File: config.mk
export PLATFORM = sky130hd
export DESIGN_NAME = mpfa_ram
export DESIGN_NICKNAME = d
export VERILOG_FILES = /design/src/design/mpfa_ram.sv
export SDC_FILE = /design/constraint.sdc
export NUM_CORES = 1
export LEC_CHECK = 0
export BUFFER_PORTS_ARGS = -buffer_cell sky130_fd_sc_hd__buf_2
export CAP_MARGIN = 20
export CORE_ASPECT_RATIO = 1.2
export CORE_MARGIN = 2
export CORE_UTILIZATION = 60
export CTS_CLUSTER_DIAMETER = 50
export DETAILED_ROUTE_END_ITERATION = 7
export PLACE_DENSITY = 0.76
export SETUP_SLACK_MARGIN = 0.1
export SYNTH_ARGS = -nofsm -noshare
export SYNTH_HDL_FRONTEND = slang
export SYNTH_SLANG_ARGS = --single-unit
File: constraint.sdc
create_clock -name i_clk -period 1.96 [get_ports i_clk]
set_input_delay 0.098 -clock i_clk [delete_from_list [all_inputs] [get_ports i_clk]]
set_output_delay 0.098 -clock i_clk [all_outputs]
set_load 0.02 [all_outputs]
File: src/design/mpfa_ram.sv
// ----------------------------------------------------------------------------
// mpfa_ram
// Generic single-port synchronous RAM with registered read data.
// ----------------------------------------------------------------------------
module mpfa_ram #(
    parameter int WIDTH = 8,
    parameter int DEPTH = 16
) (
    input  logic                     i_clk,
    input  logic                     i_we,
    input  logic [$clog2(DEPTH)-1:0] i_addr,
    input  logic [WIDTH-1:0]         i_wdata,
    output logic [WIDTH-1:0]         o_rdata
);

    logic [WIDTH-1:0] r_mem [DEPTH];
    logic [WIDTH-1:0] r_rdata;

    always_ff @(posedge i_clk) begin
        if (i_we) begin
            r_mem[i_addr] <= i_wdata;
        end
        r_rdata <= r_mem[i_addr];
    end

    assign o_rdata = r_rdata;

endmodule

== Word level (Yosys, flattened, before mapping) ==
Memories as Yosys holds them, arrays and structs flattened. A register that Yosys moved wholly into a read port is not among the register bits.
Cells that the tools add are included.

* Mux-type cells: 2

{| class="wikitable"
|+ Operator list
! operator !! count
|-
| 2-to-1 mux 1 bit || 2
|}

* Register bits: 0
* Input port bits: 14
* Memories kept: 1
* Output and inout port bits: 8
* Bits in writable memories: 128

{| class="wikitable"
|+ Memory list
! name !! depth !! bits a word !! read ports !! clocked after memory_dff !! write ports !! line !! RTL
|-
| r_mem || 16 || 8 || 1 || 1 || 1 || 16 || <nowiki>logic [WIDTH-1:0] r_mem [DEPTH];</nowiki>
|}

== Depth between registers and ports, before layout ==
* Word-level depth: 2
* Mapped depth: 5
* Mapped depth without buffers: 3

== Worst setup path after synthesis ==
No wires, ideal clock.

* Kind: input to register
* Start point: input i_addr[2]
* End point: memory r_mem[0][0] (enable)
* Setup slack: 369 ps
* Library setup time: 383 ps
* Buffers on the path: 0
* Arrival: 1208 ps
* Required time: 1577 ps
* Stages on the path: 2
* Cells stage by stage: or3b_2 > nor3_1

{| class="wikitable"
|+ RTL lines
! item !! line !! RTL
|-
| start: declaration || 11 || <nowiki>input logic [$clog2(DEPTH)-1:0] i_addr,</nowiki>
|-
| end: declaration || 16 ||
|}

No word-level cell before the write port.

==> impl_summary.md <==
Status
The flow ran to the end, and the final reports show no timing, DRC or antenna violations.

Detailed routing
The detailed-router iteration count before antenna repair is 5. The total vias in the final route is about 2,500. The final wirelength is 9555 µm. The final antenna-violating net count is 0. The detailed router finished its first iteration with around 210 violations. For this run, design rule violations remaining after detail routing come to 0. In the routed layout, each cell is associated on average with a via count of 6.070. The routed wire length per instance is around 23 µm.

Finish
Once layout is done, the placed cells without fillers occupy ~6200 µm². The multi-input combinational cells in the finished layout cover a total of approximately 1000 µm². The storage element area is between 4000 and 5000 µm².

The repair_antennas step left the layout with diodes totalling 0. The synthesis-to-layout area growth is 21.73%. Of the cells placed in the final design, the portion with a size suffix greater than 1 is 0.3564. The filler cells instantiated in the layout total approximately 450. The count of nets after finishing is between 300 and 400.

Place
The global placer's final weighted congestion is slightly below 0.8. The estimated wirelength of the detail-placed design is 5904 µm. The instance area after placement is 5465 µm².

The number of port buffers is 21.

Timing
The transition time at the pin with the least slew margin is 0.5858 ns. Of the available clock period, the critical path in the final layout requires 0.6936. Timing would allow up to between 700 and 800 MHz. In the final timing run, aggregate negative setup slack is 0 ns. Clock skew on the completed layout was measured at ~0.0046 ns.

Setup repair after global routing left no endpoint under its margin. The time the worst path needs with I/O delays and setup is roughly 1.4 ns. The final count of hold timing violations is 0. The headroom to the max-slew limit is 0.6087. The final max-slew violation count came to 0.

The setup-violating endpoint count in the final report is 0.

Setup path
For this design, the slowest cell found on the critical path is sky130_fd_sc_hd__mux4_2. Along the worst path, the maximum fanout reaches 1. The biggest cell delay along the critical path is roughly 0.48 ns.

The critical path goes through mux4_2 > a22oi_1 > nand2_1. The required time of the critical path is roughly 2.4 ns. The worst setup path is of the flip-flop to flip-flop kind.

STA classifies the critical path startpoint as a flip-flop. The endpoint class of the critical path is a flip-flop. STA puts the critical path data arrival time at 1.75 ns.

Global route
The via count of the first global-routing pass is 2,625. The global-route total usage across every layer is 0.2331. The initial antenna violation count is 0.

The total grt overflow is 0. Entering global routing, the biggest net connects 24 pins. The first-pass GRT wire length is between 10,000 and 15,000 µm.

Synth
The number of enable-type register cells in the synthesized netlist is between 100 and 150. Ranked by instance count, the synthesized netlist is headed by sky130_fd_sc_hd__edfxtp_1, sky130_fd_sc_hd__mux4_2, sky130_fd_sc_hd__a22oi_1. After synthesis the netlist holds a flip-flop and latch count of 136. In the post-synthesis netlist, the biggest area contributors are sky130_fd_sc_hd__edfxtp_1, sky130_fd_sc_hd__mux4_2, sky130_fd_sc_hd__dfxtp_1.

The fraction of post-synthesis cell area in the top cell type by area is 0.7585. The count of unique library cells instantiated by Yosys is 18. The cell type with the highest aggregate area in the netlist is sky130_fd_sc_hd__edfxtp_1. Among all flip-flop cells after synthesis, the most frequent one is sky130_fd_sc_hd__edfxtp_1.

The most common cell in the synthesized netlist is sky130_fd_sc_hd__edfxtp_1. The Yosys step of the flow raised 0 warnings. Counting every net in the synthesized netlist gives about 240. The synthesized area is 5067 µm². In the synthesized netlist the async set-or-reset flop fraction comes to 0. In the synthesized netlist, the number of instances is 230.

The portion of the post-synthesis area used by sequential elements is 0.7901. The average cell area after synthesis is about 22 µm².

Clock tree
For this design, the sink count on the clock tree is between 100 and 150. The clock-pin slew of the registers on the worst-case setup and hold paths is 0.06 ns. The TritonCTS clock tree is yes. Buffers added to address setup during post-CTS repair amount to 0. Post-CTS repair changed the size of 0 cells. The number of buffers created by CTS is 17. The H-tree generated during clock tree synthesis spans 4 levels. The clock latency on the worst-skew pair is roughly 0.52 ns. The clock tree buffer depth is 2. In this run the clock root is driven by a sky130_fd_sc_hd__clkbuf_8.

Power and ir drop
IR analysis of the VDD net gives a maximum drop of between 0.0007 and 0.0008 V. The fraction of power spent switching nets is 0.1939. Of the total power, the clock network draws 0.478.

The cell leakage power is about 2.1 nW. Cell internal power was estimated by the tool at approximately 0.0056 W. The power density over the cells is 1122 nW/µm². The net switching component of the power is 0.001342 W.

Of the total power, combinational logic draws 0.049. The register share of total power is 0.473.

Die
The floorplan has 36 rows. The starting utilization of the core area is 0.6215. The vertical extent of the die is about 100 µm. The standard cell core area is between 8000 and 9000 µm². In this run the horizontal extent of the chip is 87.89 µm. The die covers a little over 9000 µm². Pin placement for this block handled 22 I/O pins.

Hold path
The min-delay analysis places its worst path in the category input port to flip-flop.

Job
Across the run, the number of max-cap violations was 0.
[cells in the final DEF (no fill, tap or decap)]
cell type / n
sky130_fd_sc_hd__nand3b_1: 2
sky130_fd_sc_hd__nand2b_1: 2
sky130_fd_sc_hd__nand3_1: 1
sky130_fd_sc_hd__dlygate4sd3_1: 8
sky130_fd_sc_hd__edfxtp_1: 128
sky130_fd_sc_hd__dfxtp_1: 8
sky130_fd_sc_hd__nor2_1: 13
sky130_fd_sc_hd__buf_4: 20
sky130_fd_sc_hd__clkbuf_16: 16
sky130_fd_sc_hd__bufinv_16: 5
sky130_fd_sc_hd__mux4_2: 32
sky130_fd_sc_hd__clkbuf_8: 1
sky130_fd_sc_hd__clkinv_2: 5
sky130_fd_sc_hd__a22oi_1: 16
sky130_fd_sc_hd__or3b_2: 1
sky130_fd_sc_hd__buf_2: 21
sky130_fd_sc_hd__clkbuf_1: 1
sky130_fd_sc_hd__and2_1: 1
sky130_fd_sc_hd__nand2_1: 9
sky130_fd_sc_hd__nor3_1: 4
sky130_fd_sc_hd__nor2b_1: 2
sky130_fd_sc_hd__buf_12: 3
sky130_fd_sc_hd__clkinvlp_4: 4
[state kept, by name, summed over array words and instances, names as in the netlist]
| signal | count |
|---|---|
| o_rdata | 8 |
| r_mem | 128 |
[cell families (layout without fill, tap and decap cells)]
| logic type | Yosys count | in the layout | synth area share |
|---|---|---|---|
| AO/OA/AOI/OAI | 16 | 16 | 0.02370 |
| multiplexers | 32 | 32 | 0.1422 |
| buffers and inverters | 11 | 84 | 0.01185 |
| AND/OR/NAND/NOR | 35 | 35 | 0.03210 |
| flip-flops | 136 | 136 | 0.7901 |
[power groups by stage]
stage	clock, W	combinational, W	sequential [W]
after floorplan	0	0.000168	0.00335
after global placement	0	0.000318	0.00333
after detailed placement	0	0.000329	0.00333
after CTS	0.00335	0.000346	0.00327
after global routing	0.00349	0.000369	0.00328
final	0.00331	0.000342	0.00327
[metrics by stage]
step / total power (W) / hold slack, ns / instances / utilization / setup WS, ns
6_report: 0.006921 / 0.2285 / 417 / 0.7566 / 0.6006
5_1_grt: 0.007134 / 0.2444 / 417 / 0.7566 / 0.5569
4_1_cts: 0.006974 / 0.1912 / 417 / 0.7566 / 0.6047
3_5_place_dp: 0.003660 / 0.4984 / 377 / 0.6704 / 0.3361
3_3_place_gp: 0.003647 / 0.4838 / 377 / 0.6704 / 0.3711
2_1_floorplan: 0.003518 / 0.1969 / 230 / - / 0.3690
[layer usage]
metal | GRT usage | up-vias | routed length, µm
met4 | 0.08462 | 0 | 159
met1 | 0.3052 | 1314 | 3669
li1 | - | 1083 | -
met2 | 0.3669 | 118 | 5106
met3 | 0.07820 | 16 | 620
met5 | 0 | - | 0
[area by class of cell]
cell class / instances / area share
clock inverters: 14 / 0.03327
repair buffers: 52 / 0.06410
multi-input cells: 83 / 0.1627
well taps: 114 / 0.02312
flip-flops and latches: 136 / 0.6491
clock buffers: 18 / 0.06775
[what timing repair did]
action / 4_1_cts / 5_1_grt
endpoints found under the hold margin: 128 / 0
hold buffers: 8 / 0
endpoints found under the setup margin: 0 / 0
[worst max-delay path, delay by kind of cell, from the launching register on]
kind            cells  cell delay [ns]
compound gates      1             0.28
flops               1             0.37
simple gates        1             0.11
mux                 1             0.48
[final timing paths]
check                                             from                  to  slack, ns  cells past startpoint
worst max register to register   r_mem[3][5]$_DFFE_PP_  o_rdata[5]$_DFF_P_       0.60                      3
worst max-delay path             r_mem[3][5]$_DFFE_PP_  o_rdata[5]$_DFF_P_       0.60                      3
worst min register to register  r_mem[15][0]$_DFFE_PP_  o_rdata[0]$_DFF_P_       0.67                      3
worst min-delay path                         i_addr[3]  o_rdata[6]$_DFF_P_       0.23                      4
(Power assumes the default switching activity.)
