[src/design/mpfa_pkg.sv]
// ----------------------------------------------------------------------------
// mpfa_pkg
// Shared types and constants for the multi-pool free-list allocator.
// ----------------------------------------------------------------------------
package mpfa_pkg;

    // Field widths
    localparam int OP_W     = 2;
    localparam int POOL_W   = 3;
    localparam int ADDR_W   = 10;
    localparam int SIZE_W   = 11;
    localparam int STATUS_W = 2;
    localparam int FED_W    = 11;
    localparam int LINK_W   = ADDR_W + 1;
    localparam int WALK_W   = 12;

    // Granule address space seen by the request fields
    localparam int ADDR_SPACE = 1 << ADDR_W;

    // Configuration registers
    localparam int REG_COUNT  = 8;
    localparam int REG_IDX_W  = 3;
    localparam int APB_ADDR_W = 5;
    localparam int APB_DATA_W = 32;

    // Stream payload widths
    localparam int S_TDATA_W = 24;
    localparam int M_TDATA_W = 24;
    localparam int M_TUSER_W = 3;

    // Defaults for the top-level parameters
    localparam int DEF_NUM_POOLS  = 8;
    localparam int DEF_LINK_DEPTH = 1024;

    typedef enum logic [OP_W-1:0] {
        OP_ALLOC = 2'd0,
        OP_FREE  = 2'd1,
        OP_FEED  = 2'd2,
        OP_NOP   = 2'd3
    } t_op;

    typedef enum logic [STATUS_W-1:0] {
        STAT_OK     = 2'd0,
        STAT_EMPTY  = 2'd1,
        STAT_UNUSED = 2'd2,
        STAT_TRUNC  = 2'd3
    } t_status;

    typedef enum logic [2:0] {
        S_IDLE,
        S_EXEC,
        S_ALLOC_DATA,
        S_FEED_WALK,
        S_HOLD
    } t_state;

    // Head register and link entry: valid bit over a granule address
    typedef struct packed {
        logic              valid;
        logic [ADDR_W-1:0] addr;
    } t_link;

    typedef struct packed {
        logic [FED_W-1:0]  fed;
        logic              more;
        t_status           status;
        logic [ADDR_W-1:0] granted;
    } t_result;

endpackage

[src/design/mpfa_regs.sv]
// ----------------------------------------------------------------------------
// mpfa_regs
// APB register file holding the element size of each pool.
// ----------------------------------------------------------------------------
module mpfa_regs (
    input  logic                                                  i_clk,
    input  logic                                                  i_rst_n,
    input  logic                                                  psel,
    input  logic                                                  penable,
    input  logic                                                  pwrite,
    input  logic [mpfa_pkg::APB_ADDR_W-1:0]                       paddr,
    input  logic [mpfa_pkg::APB_DATA_W-1:0]                       pwdata,
    output logic [mpfa_pkg::APB_DATA_W-1:0]                       prdata,
    output logic                                                  pready,
    output logic [mpfa_pkg::REG_COUNT-1:0][mpfa_pkg::SIZE_W-1:0]  o_sizes
);

    logic [mpfa_pkg::REG_COUNT-1:0][mpfa_pkg::SIZE_W-1:0] r_size;
    logic [mpfa_pkg::REG_IDX_W-1:0]                       reg_idx;
    logic                                                 wr_en;

    assign reg_idx = paddr[mpfa_pkg::APB_ADDR_W-1:2];
    assign wr_en   = psel && penable && pwrite;

    always_ff @(posedge i_clk) begin
        if (!i_rst_n) begin
            for (int i = 0; i < mpfa_pkg::REG_COUNT; i++) begin
                r_size[i] <= '0;
            end
        end else if (wr_en) begin
            r_size[reg_idx] <= pwdata[mpfa_pkg::SIZE_W-1:0];
        end
    end

    assign prdata  = mpfa_pkg::APB_DATA_W'(r_size[reg_idx]);
    assign pready  = 1'b1;
    assign o_sizes = r_size;

endmodule

[config.mk]
export PLATFORM = sky130hd
export DESIGN_NAME = mpfa_regs
export DESIGN_NICKNAME = d
export VERILOG_FILES = /design/src/design/mpfa_pkg.sv /design/src/design/mpfa_regs.sv
export SDC_FILE = /design/constraint.sdc
export NUM_CORES = 1
export LEC_CHECK = 0
export CORE_MARGIN = 2
export CORE_UTILIZATION = 35
export CTS_BUF_LIST = sky130_fd_sc_hd__clkbuf_4 sky130_fd_sc_hd__clkbuf_8
export CTS_CLUSTER_SIZE = 10
export DETAILED_ROUTE_END_ITERATION = 6
export DONT_BUFFER_PORTS = 1
export SLEW_MARGIN = 20
export SYNTH_ARGS = -nofsm -noshare
export SYNTH_HDL_FRONTEND = slang
export SYNTH_SLANG_ARGS = --single-unit
[constraint.sdc]
create_clock -name i_clk -period 1.7 [get_ports i_clk]
set_input_delay 0.255 -clock i_clk [delete_from_list [all_inputs] [get_ports i_clk]]
set_output_delay 0.255 -clock i_clk [all_outputs]
set_load 0.01 [all_outputs]
**Word-level counts from Yosys, hierarchy flattened**

Cells that the tools add are included.

- Reductions and logical operators: 3
- Magnitude comparators: 2
- Multiplexer cells: 5

Operators with widths:

| cell | number |
|---|---|
| $bwmux W88 | 1 |
| $bmux W11 S3 | 1 |
| $demux W11 S3 | 1 |
| $mux W11 | 2 |
| $lt A3 B4 Y1 const B | 1 |
| $ge A3 B1 Y1 const B | 1 |
| $logic_and A1 B1 Y1 | 3 |

- Output and inout bits: 121
- Logic and storage cells: 18
- Register bits: 88

**Depth between registers and ports, before layout**

Gate-level depths: netlist (run 1).

- Depth after elaboration: 5
- Gate-level depth with buffers: 6

**Least setup slack after synthesis (run 1)**

No wires, ideal clock.

- Kind: in2out
- Start: input port paddr[3] (netlist name)
- End: output port prdata[10] (netlist name)
- Slack: 91 ps
- Arrival: 1354 ps
- Buffers on the path: 1
- Stages on the path: 3
- Cells stage by stage: buf_2 > mux4_1 > mux2_2

- Cells in the longest elaborated chain, start to end: 2

RTL lines:

| what | RTL line | source |
|---|---|---|
| start, declared | mpfa_regs.sv:11 | `input logic [mpfa_pkg::APB_ADDR_W-1:0] paddr,` |
| $bmux W11 S3 | mpfa_regs.sv:35 | `assign prdata = mpfa_pkg::APB_DATA_W'(r_size[reg_idx]);` |
| $mux W11 (implied by the code) | mpfa_regs.sv:35 |  |
| end, declared | mpfa_regs.sv:13 | `output logic [mpfa_pkg::APB_DATA_W-1:0] prdata,` |

Every way passes these cells. The select of a mux whose other input is x is not followed.

**Worst setup path in the final report (run 1)**

- Start: register r_size, in the netlist o_sizes[86]
- End: output port prdata[9] (netlist name)

- Cells in the longest elaborated chain, start to end: 2

RTL lines:

| what | RTL line | source |
|---|---|---|
| start, declared | mpfa_regs.sv:18 | `logic [mpfa_pkg::REG_COUNT-1:0][mpfa_pkg::SIZE_W-1:0] r_size;` |
| start signal, assigned by index | mpfa_regs.sv:31 | `r_size[reg_idx] <= pwdata[mpfa_pkg::SIZE_W-1:0];` |
| $bmux W11 S3 | mpfa_regs.sv:35 |  |
| $mux W11 (implied by the code) | mpfa_regs.sv:35 |  |

Every way passes these cells. The select of a mux whose other input is x is not followed.

==> impl_metrics.json, run 1 <==
{
  "critPathBufInv": 0,
  "fin_skew_ns": 0,
  "antenna_left": 0,
  "syn_to_final_growth_pct": 11.4,
  "yosysUniqueCellTypes": 25,
  "syn_inst": 380,
  "yosysSeqAreaShare_pct": 43.1,
  "hold_path_class": "input pin to flop",
  "hold_viol_final": 0,
  "post-route-drc-count": 0,
  "yosys-top-cells-count": "100 x nand2_1, 90 x mux2i_1, 88 x dfxtp_1, 28 x buf_4, 12 x mux4_1",
  "rsz0062_at_grt": "yes",
  "gr-usage-met3_pct": 5.83,
  "synth_seq_cells": 88,
  "num_io_pins": 163,
  "cts_made_buffers": 9,
  "p_switching_uw": 841,
  "arrival_ns": 1.55,
  "crit_type": "flop to output port",
  "design.die.area_um2": 12600,
  "antenna_found_initial": 0,
  "post-cts-setup-buffers": 0,
  "vias": 2731,
  "grt-ovfl-total": 0,
  "syn_area_um2": 4090,
  "num_antenna_cells": 0,
  "drv_slew": 0,
  "power_frac_comb_pct": 3.8,
  "power_density_nw_per_um2": 868,
  "wl_per_cell_um": 20.4,
  "place_congestion": 0.713,
  "clk_latency_ns": 0.37,
  "routed_via_density": 5.19,
  "synthTopCellsByArea": "dfxtp_1 43%, mux2i_1 22%, nand2_1 9.2%, mux4_1 7.7%, buf_4 5.1%",
  "grt_pass1_vias": 2839,
  "grtUsageMet2_pct": 29.1,
  "critical_path.top_delay_family": "multiplexers",
  "cellLeakagePower_nw": 1.57,
  "cpPeakStageDelay_ns": 0.53,
  "r2r_cells": 2,
  "failed_checks": "negative setup slack",
  "drtIter0Drc": 209,
  "ys_async_sr_fraction_pct": 0,
  "yosys_warnings": 0,
  "cts_root_buf": "clkbuf_8",
  "switching_share_pct": 21.3,
  "whs_path_depth": 2,
  "largest_reg_flops": 88,
  "vdd_drop_max_v": 0.000479,
  "status": "finished, violations left",
  "grt_pass1_wl_mm": 17.0,
  "path_cells": "mux4_2 > mux2_4",
  "endpoint_kind": "output port",
  "avgSynthCellArea_um2": 10.8,
  "drive_gt1_share_pct": 36.3,
  "drt-total-wl_mm": 10.7,
  "clock_path_buffers": 2,
  "synth_ff_type": "dfxtp_1",
  "cp_max_fo": 3,
  "cts.sinks": 88,
  "grt.total_usage_pct": 17.8,
  "fin_crit_ns": 1.80,
  "cp_slowest_cell": "mux4_2",
  "synth_top_area_share_pct": 43.1,
  "hold_end": "o_sizes[39]$_SDFFE_PN0P_",
  "seqPwrFrac_pct": 52.8,
  "maxCapViolCount": 0,
  "dieHeight_um": 112,
  "total_power_mw": 3.96,
  "finalNetCount": 420,
  "htree_levels": 3,
  "placed_cell_area_um2": 4200,
  "cp-start-kind": "flop",
  "die_x_um": 112,
  "setup_slack_ns": -0.102,
  "r2r-end": "o_sizes[75]$_SDFFE_PN0P_",
  "start_util_pct": 35.8,
  "io_buffers": 0,
  "cts_tree": "yes",
  "p_clk_share_pct": 43.4,
  "top_usage_layer": "met2",
  "hold_start": "i_rst_n",
  "r2r-start": "o_sizes[75]$_SDFFE_PN0P_",
  "synth_edf_count": 0,
  "design.core.area_um2": 11400,
  "critPathRequiredTime_ns": 1.44,
  "grt_max_degree": 98,
  "firstDrtPassIters": 4,
  "path_clk_slew_ns": 0.08,
  "reg2reg_slack_ns": 1.00,
  "synth_top_cell_by_area": "dfxtp_1",
  "clock.fmax_mhz": 555,
  "post-route-period-util_pct": 106,
  "met1_usage_pct": 21.8,
  "place_ws_ns": 0.166,
  "row_count": 39,
  "hpwl_mm": 7.13,
  "finalSetupViolCount": 10,
  "final_area_um2": 4560,
  "synth.most_common_cell": "nand2_1",
  "internal-power_mw": 3.11
}
-- worst max path at each step --
stage / start / end / slack, ns / cells after the start
after detailed placement: o_sizes[42]$_SDFFE_PN0P_ / prdata[9] / 0.17 / 2
after floorplan: paddr[3] / prdata[10] / 0.09 / 3
final: o_sizes[86]$_SDFFE_PN0P_ / prdata[9] / -0.10 / 2
after global placement: o_sizes[42]$_SDFFE_PN0P_ / prdata[9] / 0.18 / 2
after CTS: o_sizes[86]$_SDFFE_PN0P_ / prdata[9] / -0.14 / 2
after global routing: o_sizes[86]$_SDFFE_PN0P_ / prdata[9] / -0.15 / 2
-- logic make-up (layout without fill, tap and decap cells) --
family                 after synthesis  after routing  share of synthesized area [%]
flip-flops                          88             88                           43.1
buffers and inverters               50             33                           7.86
multiplexers                       120            120                           36.9
AO/OA/AOI/OAI                        4              4                          0.703
other                                2             22                          0.184
AND/OR/NAND/NOR                    116            116                           11.3
-- worst register-to-register path, cell delays in order (launching register included) --
cell     delay, ns
dfxtp_1       0.41
nand2_1       0.07
mux2i_1       0.14
-- routing by layer --
| metal | wire [um] | vias up |
|---|---|---|
| li1 | - | 1258 |
| met1 | 4480 | 1340 |
| met2 | 5150 | 119 |
| met3 | 871 | 14 |
| met4 | 246 | 0 |
| met5 | 0 | - |
-- repair_timing --
| action | in CTS | in global routing |
|---|---|---|
| hold buffers | 2 | 0 |
| endpoints found under the hold margin | 3 | 0 |
| endpoints found under the setup margin | 11 | 10 |
| resized for setup | 90 | 9 |
| pin swaps | 1 | 0 |
-- stage by stage --
step	cells	hold slack (ns)	TNS, ns	util (%)
2_1_floorplan	400	0.487	0	-
3_3_place_gp	508	0.413	0	36.7
3_5_place_dp	508	0.418	0	36.7
4_1_cts	526	0.000833	-0.837	39.8
5_1_grt	526	0.0205	-0.976	39.9
6_report	526	0.0231	-0.526	39.9
-- power by group through the flow --
| stage | Sequential (mW) | Combinational, mW | Clock (mW) |
|---|---|---|---|
| after detailed placement | 2.15 | 0.143 | 0 |
| after global placement | 2.14 | 0.140 | 0 |
| after floorplan | 2.14 | 0.215 | 0 |
| final | 2.09 | 0.151 | 1.72 |
| after global routing | 2.09 | 0.165 | 1.84 |
| after CTS | 2.09 | 0.152 | 1.76 |
-- cell type report --
type / count / area, um2
repair buffers: 16 / 163
flip-flops and latches: 88 / 1870
clock buffers: 14 / 180
clock inverters: 2 / 60.1
multi-input cells: 262 / 2100
well taps: 143 / 179
inverters: 1 / 3.75
fillers: 1113 / 6860
-- cell usage in the layout, fill, tap and decap left out, types with 3 or more instances in the layout --
master	Yosys	final
nand2_1	100	100
mux4_2	8	19
nand2b_1	3	3
conb_1	2	22
dfxtp_2	0	66
mux2_4	0	10
clkbuf_8	0	12
mux2i_1	90	90
dfxtp_1	88	16
nor2_2	0	6
buf_12	0	3
dfxtp_4	0	6
buf_4	28	11
(Power assumes the default switching activity.)
==> inputs of run 2 (changes only) <==
--- a/config.mk
+++ b/config.mk
@@ -6,7 +6,7 @@
 export NUM_CORES = 1
 export LEC_CHECK = 0
 export CORE_MARGIN = 2
-export CORE_UTILIZATION = 35
+export CORE_UTILIZATION = 50
 export CTS_BUF_LIST = sky130_fd_sc_hd__clkbuf_4 sky130_fd_sc_hd__clkbuf_8
 export CTS_CLUSTER_SIZE = 10
 export DETAILED_ROUTE_END_ITERATION = 6
==> run 2 against run 1 <==
Against the previous run: the run still ends with negative setup slack left; wire length shrank 9.5%; clock skew is the same; maximum frequency grew 3.9%; first-iteration DRC count shrank 65%; sequential share of layout area grew 1.2 points; power shrank 7.3%; count of clock-buffer cells in the layout shrank 2; global-route usage grew 3.9 points; sequential power is essentially flat; final area shrank 3.3%; flip-flop and latch count is the same; hold slack gained 0.017 ns; critical path type unchanged; largest cell class unchanged.
==> impl_metrics.json, run 2 (synthesized netlist as in run 1, its figures left out) <==
{
  "grt-ovfl-total": 0,
  "grt_pass1_vias": 2607,
  "total_power_mw": 3.67,
  "num_io_pins": 163,
  "post-route-drc-count": 0,
  "drt-total-wl_mm": 9.73,
  "largest_reg_flops": 88,
  "cts_root_buf": "clkbuf_8",
  "cts_tree": "yes",
  "final_area_um2": 4400,
  "post-cts-setup-buffers": 0,
  "p_clk_share_pct": 39.0,
  "vias": 2663,
  "arrival_ns": 1.48,
  "dp_cells": 469,
  "grt_max_degree": 100,
  "fin_skew_ns": 0,
  "holdBufCountCts": 0,
  "clock.fmax_mhz": 577,
  "dieHeight_um": 94.5,
  "start_util_pct": 52.1,
  "hpwl_mm": 6.29,
  "power_frac_comb_pct": 3.9,
  "wl_per_cell_um": 20.1,
  "design.die.area_um2": 8920,
  "design.core.area_um2": 7850,
  "rsz0062_at_grt": "yes",
  "drive_gt1_share_pct": 36.9,
  "grt.total_usage_pct": 21.7,
  "seqPwrFrac_pct": 57.1,
  "internal-power_mw": 2.88,
  "vdd_drop_max_v": 0.000426,
  "finalNetCount": 420,
  "htree_levels": 3,
  "clock_path_buffers": 2,
  "cp_max_fo": 3,
  "fin_crit_ns": 1.73,
  "most-common-layout-cells": "100 x nand2_1, 90 x mux2i_1, 70 x dfxtp_2",
  "num_antenna_cells": 0,
  "layout_commonest_cell": "nand2_1",
  "path_clk_slew_ns": 0.09,
  "syn_to_final_growth_pct": 7.65,
  "endpoint_kind": "output port",
  "utilization_pct": 56.1,
  "die_x_um": 94.5,
  "placed_cell_area_um2": 4120,
  "crit_type": "flop to output port",
  "drtIter0Drc": 74,
  "firstDrtPassIters": 4,
  "io_buffers": 0,
  "antenna_left": 0,
  "post-route-period-util_pct": 102,
  "critPathRequiredTime_ns": 1.44,
  "clk_latency_ns": 0.34,
  "p_switching_uw": 790,
  "cts_made_buffers": 9,
  "maxCapViolCount": 0,
  "hold_path_class": "input pin to flop",
  "setup_slack_ns": -0.0344,
  "routed_via_density": 5.50,
  "place_ws_ns": 0.262,
  "switching_share_pct": 21.5,
  "cellLeakagePower_nw": 1.53,
  "layout.cells.non_filler": 484,
  "hold_viol_final": 0,
  "power_density_nw_per_um2": 832,
  "grt_pass1_wl_mm": 14.5,
  "place_congestion": 0.754,
  "finalSetupViolCount": 10,
  "antenna_found_initial": 0,
  "row_count": 32,
  "status": "finished, violations left",
  "cts.sinks": 88,
  "failed_checks": "negative setup slack",
  "cp-start-kind": "flop",
  "drv_slew": 0
}
run 2: changes by cell type in the layout (fill, tap and decap cells not counted), sizes merged:
cell	before	now
buf	14	16
bufinv	2	1
clkbuf	14	12
clkinv	0	1
clkinvlp	0	1
dlygate4sd3	2	0
run 2: path summary, 6_finish.rpt:
check | startpoint | endpoint | slack [ns] | cells past startpoint
setup / recovery | o_sizes[73]$_SDFFE_PN0P_ | prdata[7] | -0.03 | 2
hold / removal | i_rst_n | o_sizes[49]$_SDFFE_PN0P_ | 0.04 | 2
hold reg to reg | o_sizes[57]$_SDFFE_PN0P_ | o_sizes[57]$_SDFFE_PN0P_ | 0.49 | 2
setup reg to reg | o_sizes[74]$_SDFFE_PN0P_ | o_sizes[74]$_SDFFE_PN0P_ | 0.98 | 2
run 2: routing by layer:
metal	GRT usage, %	share of wire, %	up-vias
met5	0	0	-
met1	26.6	42	1290
met3	6.07	7.6	10
li1	-	-	1255
met2	37.1	50	108
met4	6.52	1.2	0
run 2: metrics by stage:
stage | setup TNS [ns] | hold WS, ns
global placement | 0 | 0.413
global route | -0.667 | 0.0235
detailed placement | 0 | 0.415
floorplan | 0 | 0.487
CTS | -0.316 | 0.0338
finish | -0.199 | 0.0397
run 2: layout make-up:
| type | count | area (um2) |
|---|---|---|
| Fill cell | 686 | 3440 |
| Inverter | 1 | 3.75 |
| Clock inverter | 3 | 42.5 |
| Multi-Input combinational cell | 262 | 2100 |
| Tap cell | 102 | 128 |
| Clock buffer | 12 | 153 |
| Sequential cell | 88 | 1860 |
| Timing Repair Buffer | 16 | 120 |
run 2: repair_timing:
action,CTS,global route
endpoints found under the setup margin,10,11
resized for setup,88,8
hold endpoints to repair,0,0
pin swaps,0,1
cloned,0,0
run 2: power groups by stage:
stage	logic [mW]	registers, mW	clock network (mW)
final	0.142	2.09	1.43
after global routing	0.157	2.10	1.57
after CTS	0.143	2.10	1.46
after detailed placement	0.139	2.14	0
after global placement	0.137	2.14	0
after floorplan	0.215	2.14	0
run 2: worst max-delay path: stages, from the launching register on:
cell,delay (ns)
dfxtp_2,0.35
mux4_2,0.47
mux2_4,0.30
==> inputs of run 3 (changes only) <==
==> constraint.sdc (replaced) <==
create_clock -name i_clk -period 2.1 [get_ports i_clk]
set_input_delay 0.315 -clock i_clk [delete_from_list [all_inputs] [get_ports i_clk]]
set_output_delay 0.315 -clock i_clk [all_outputs]
set_load 0.01 [all_outputs]
==> run 3 against run 2 <==
Against the previous run: the run now ends clean; register-to-register slack improved by 0.38 ns; via count increased by 0.79%; wire length increased by 0.58%; clock skew unchanged; power decreased by 15%; non-clock buffer count decreased by 1; largest cell class unchanged.
==> impl_metrics.json, run 3 (synthesized netlist as in run 1, its figures left out) <==
{
  "row_count": 32,
  "path_clk_slew_ns": 0.09,
  "clock_path_buffers": 2,
  "most-common-layout-cells": "100 x nand2_1, 90 x mux2i_1, 88 x dfxtp_1",
  "total_power_mw": 3.13,
  "num_antenna_cells": 0,
  "layout_commonest_cell": "nand2_1",
  "regArea_um2": 1760,
  "antenna_found_initial": 0,
  "grt.total_usage_pct": 22.1,
  "routed_via_density": 5.55,
  "placed_cell_area_um2": 4130,
  "seqPwrFrac_pct": 54.2,
  "critPathRequiredTime_ns": 1.78,
  "crit_type": "flop to output port",
  "multi_input_area_um2": 2110,
  "drv_slew": 0,
  "largest_reg_flops": 88,
  "die_x_um": 94.5,
  "tns_ns": 0,
  "clock.fmax_mhz": 536,
  "status": "finished clean",
  "p_clk_share_pct": 42.2,
  "io_buffers": 0,
  "internal-power_mw": 2.46,
  "design.core.area_um2": 7850,
  "wl_per_cell_um": 20.2,
  "rsz0062_at_grt": "no",
  "cts_made_buffers": 9,
  "arrival_ns": 1.55,
  "fin_skew_ns": 0,
  "maxCapViolCount": 0,
  "hold_path_class": "input pin to flop",
  "vias": 2684,
  "finalNetCount": 419,
  "utilization_pct": 55.5,
  "grt_pass1_wl_mm": 14.6,
  "fill_cells": 720,
  "post-cts-setup-buffers": 0,
  "clk_latency_ns": 0.35,
  "p_switching_uw": 668,
  "cts_tree": "yes",
  "start_util_pct": 52.1,
  "cellLeakagePower_nw": 1.58,
  "power_frac_comb_pct": 3.6,
  "dieHeight_um": 94.5,
  "hpwl_mm": 6.44,
  "place_congestion": 0.758,
  "cts.sinks": 88,
  "num_io_pins": 163,
  "drt-total-wl_mm": 9.78,
  "grt_pass1_vias": 2612,
  "cp-start-kind": "flop",
  "hold_viol_final": 0,
  "drtIter0Drc": 129,
  "finalSetupViolCount": 0,
  "fin_crit_ns": 1.87,
  "post-route-drc-count": 0,
  "post-route-period-util_pct": 88.9,
  "firstDrtPassIters": 4,
  "grt_max_degree": 100,
  "vdd_drop_max_v": 0.000708,
  "cts_root_buf": "clkbuf_8",
  "switching_share_pct": 21.4,
  "cts_resized": 0,
  "grt-ovfl-total": 0,
  "endpoint_kind": "output port",
  "antenna_left": 0,
  "syn_to_final_growth_pct": 6.48,
  "final_area_um2": 4360,
  "htree_levels": 3,
  "design.die.area_um2": 8920,
  "holdBufCountCts": 0,
  "setup_slack_ns": 0.234,
  "place_ws_ns": 0.499,
  "drive_gt1_share_pct": 14.9,
  "power_density_nw_per_um2": 718,
  "cp_max_fo": 3
}
-- run 3: cell types whose count changed in the layout (fill, tap and decap cells not counted), moves of 2 or more --
cell and delta:
mux2_4 -10, buf_4 -2, dfxtp_2 -70, mux4_2 -12
mux4_1 +12, mux2_2 +10, clkbuf_4 -2, dfxtp_4 -2
dfxtp_1 +72
-- run 3: final cells by class --
| class | instances | area share [%] |
|---|---|---|
| sequential | 88 | 40.4 |
| inverter | 1 | 0.0862 |
| tap | 102 | 2.93 |
| clock buffer | 11 | 3.48 |
| clock inverter | 5 | 1.81 |
| multi-input combinational | 262 | 48.4 |
| timing repair buffer | 15 | 2.87 |
-- run 3: metal layers --
layer | part of all wire (%) | wire [um] | global-route usage (%) | vias to the layer above
li1 | - | - | - | 1265
met2 | 51 | 4970 | 38.2 | 121
met4 | 1.3 | 131 | 6.76 | 0
met1 | 40 | 3870 | 24.9 | 1287
met5 | 0 | 0 | 0 | -
met3 | 8.3 | 812 | 9.02 | 11
-- run 3: metrics by stage --
stage	instances	hold WS (ns)
after floorplan	400	0.487
after detailed placement	468	0.479
final	484	0.115
after global placement	468	0.474
after CTS	484	0.0927
after global routing	484	0.0766
-- run 3: worst paths after layout --
kind / end / slack, ns / cells after the start / start
setup / recovery: prdata[7] / 0.23 / 2 / o_sizes[51]$_SDFFE_PN0P_
hold / removal: o_sizes[32]$_SDFFE_PN0P_ / 0.11 / 2 / i_rst_n
setup reg to reg: o_sizes[68]$_SDFFE_PN0P_ / 1.36 / 2 / o_sizes[68]$_SDFFE_PN0P_
hold reg to reg: o_sizes[3]$_SDFFE_PN0P_ / 0.52 / 2 / o_sizes[3]$_SDFFE_PN0P_
-- run 3: power by group through the flow --
stage / sequential [mW] / combinational, mW / clock (mW)
after global routing: 1.70 / 0.124 / 1.43
final: 1.70 / 0.113 / 1.32
after floorplan: 1.73 / 0.174 / 0
after CTS: 1.70 / 0.113 / 1.35
after detailed placement: 1.74 / 0.113 / 0
after global placement: 1.74 / 0.111 / 0
-- run 3: critical path, stage by stage, from the launching register on --
cell and delay, ns:
dfxtp_1 0.36, mux4_1 0.53, mux2_2 0.31
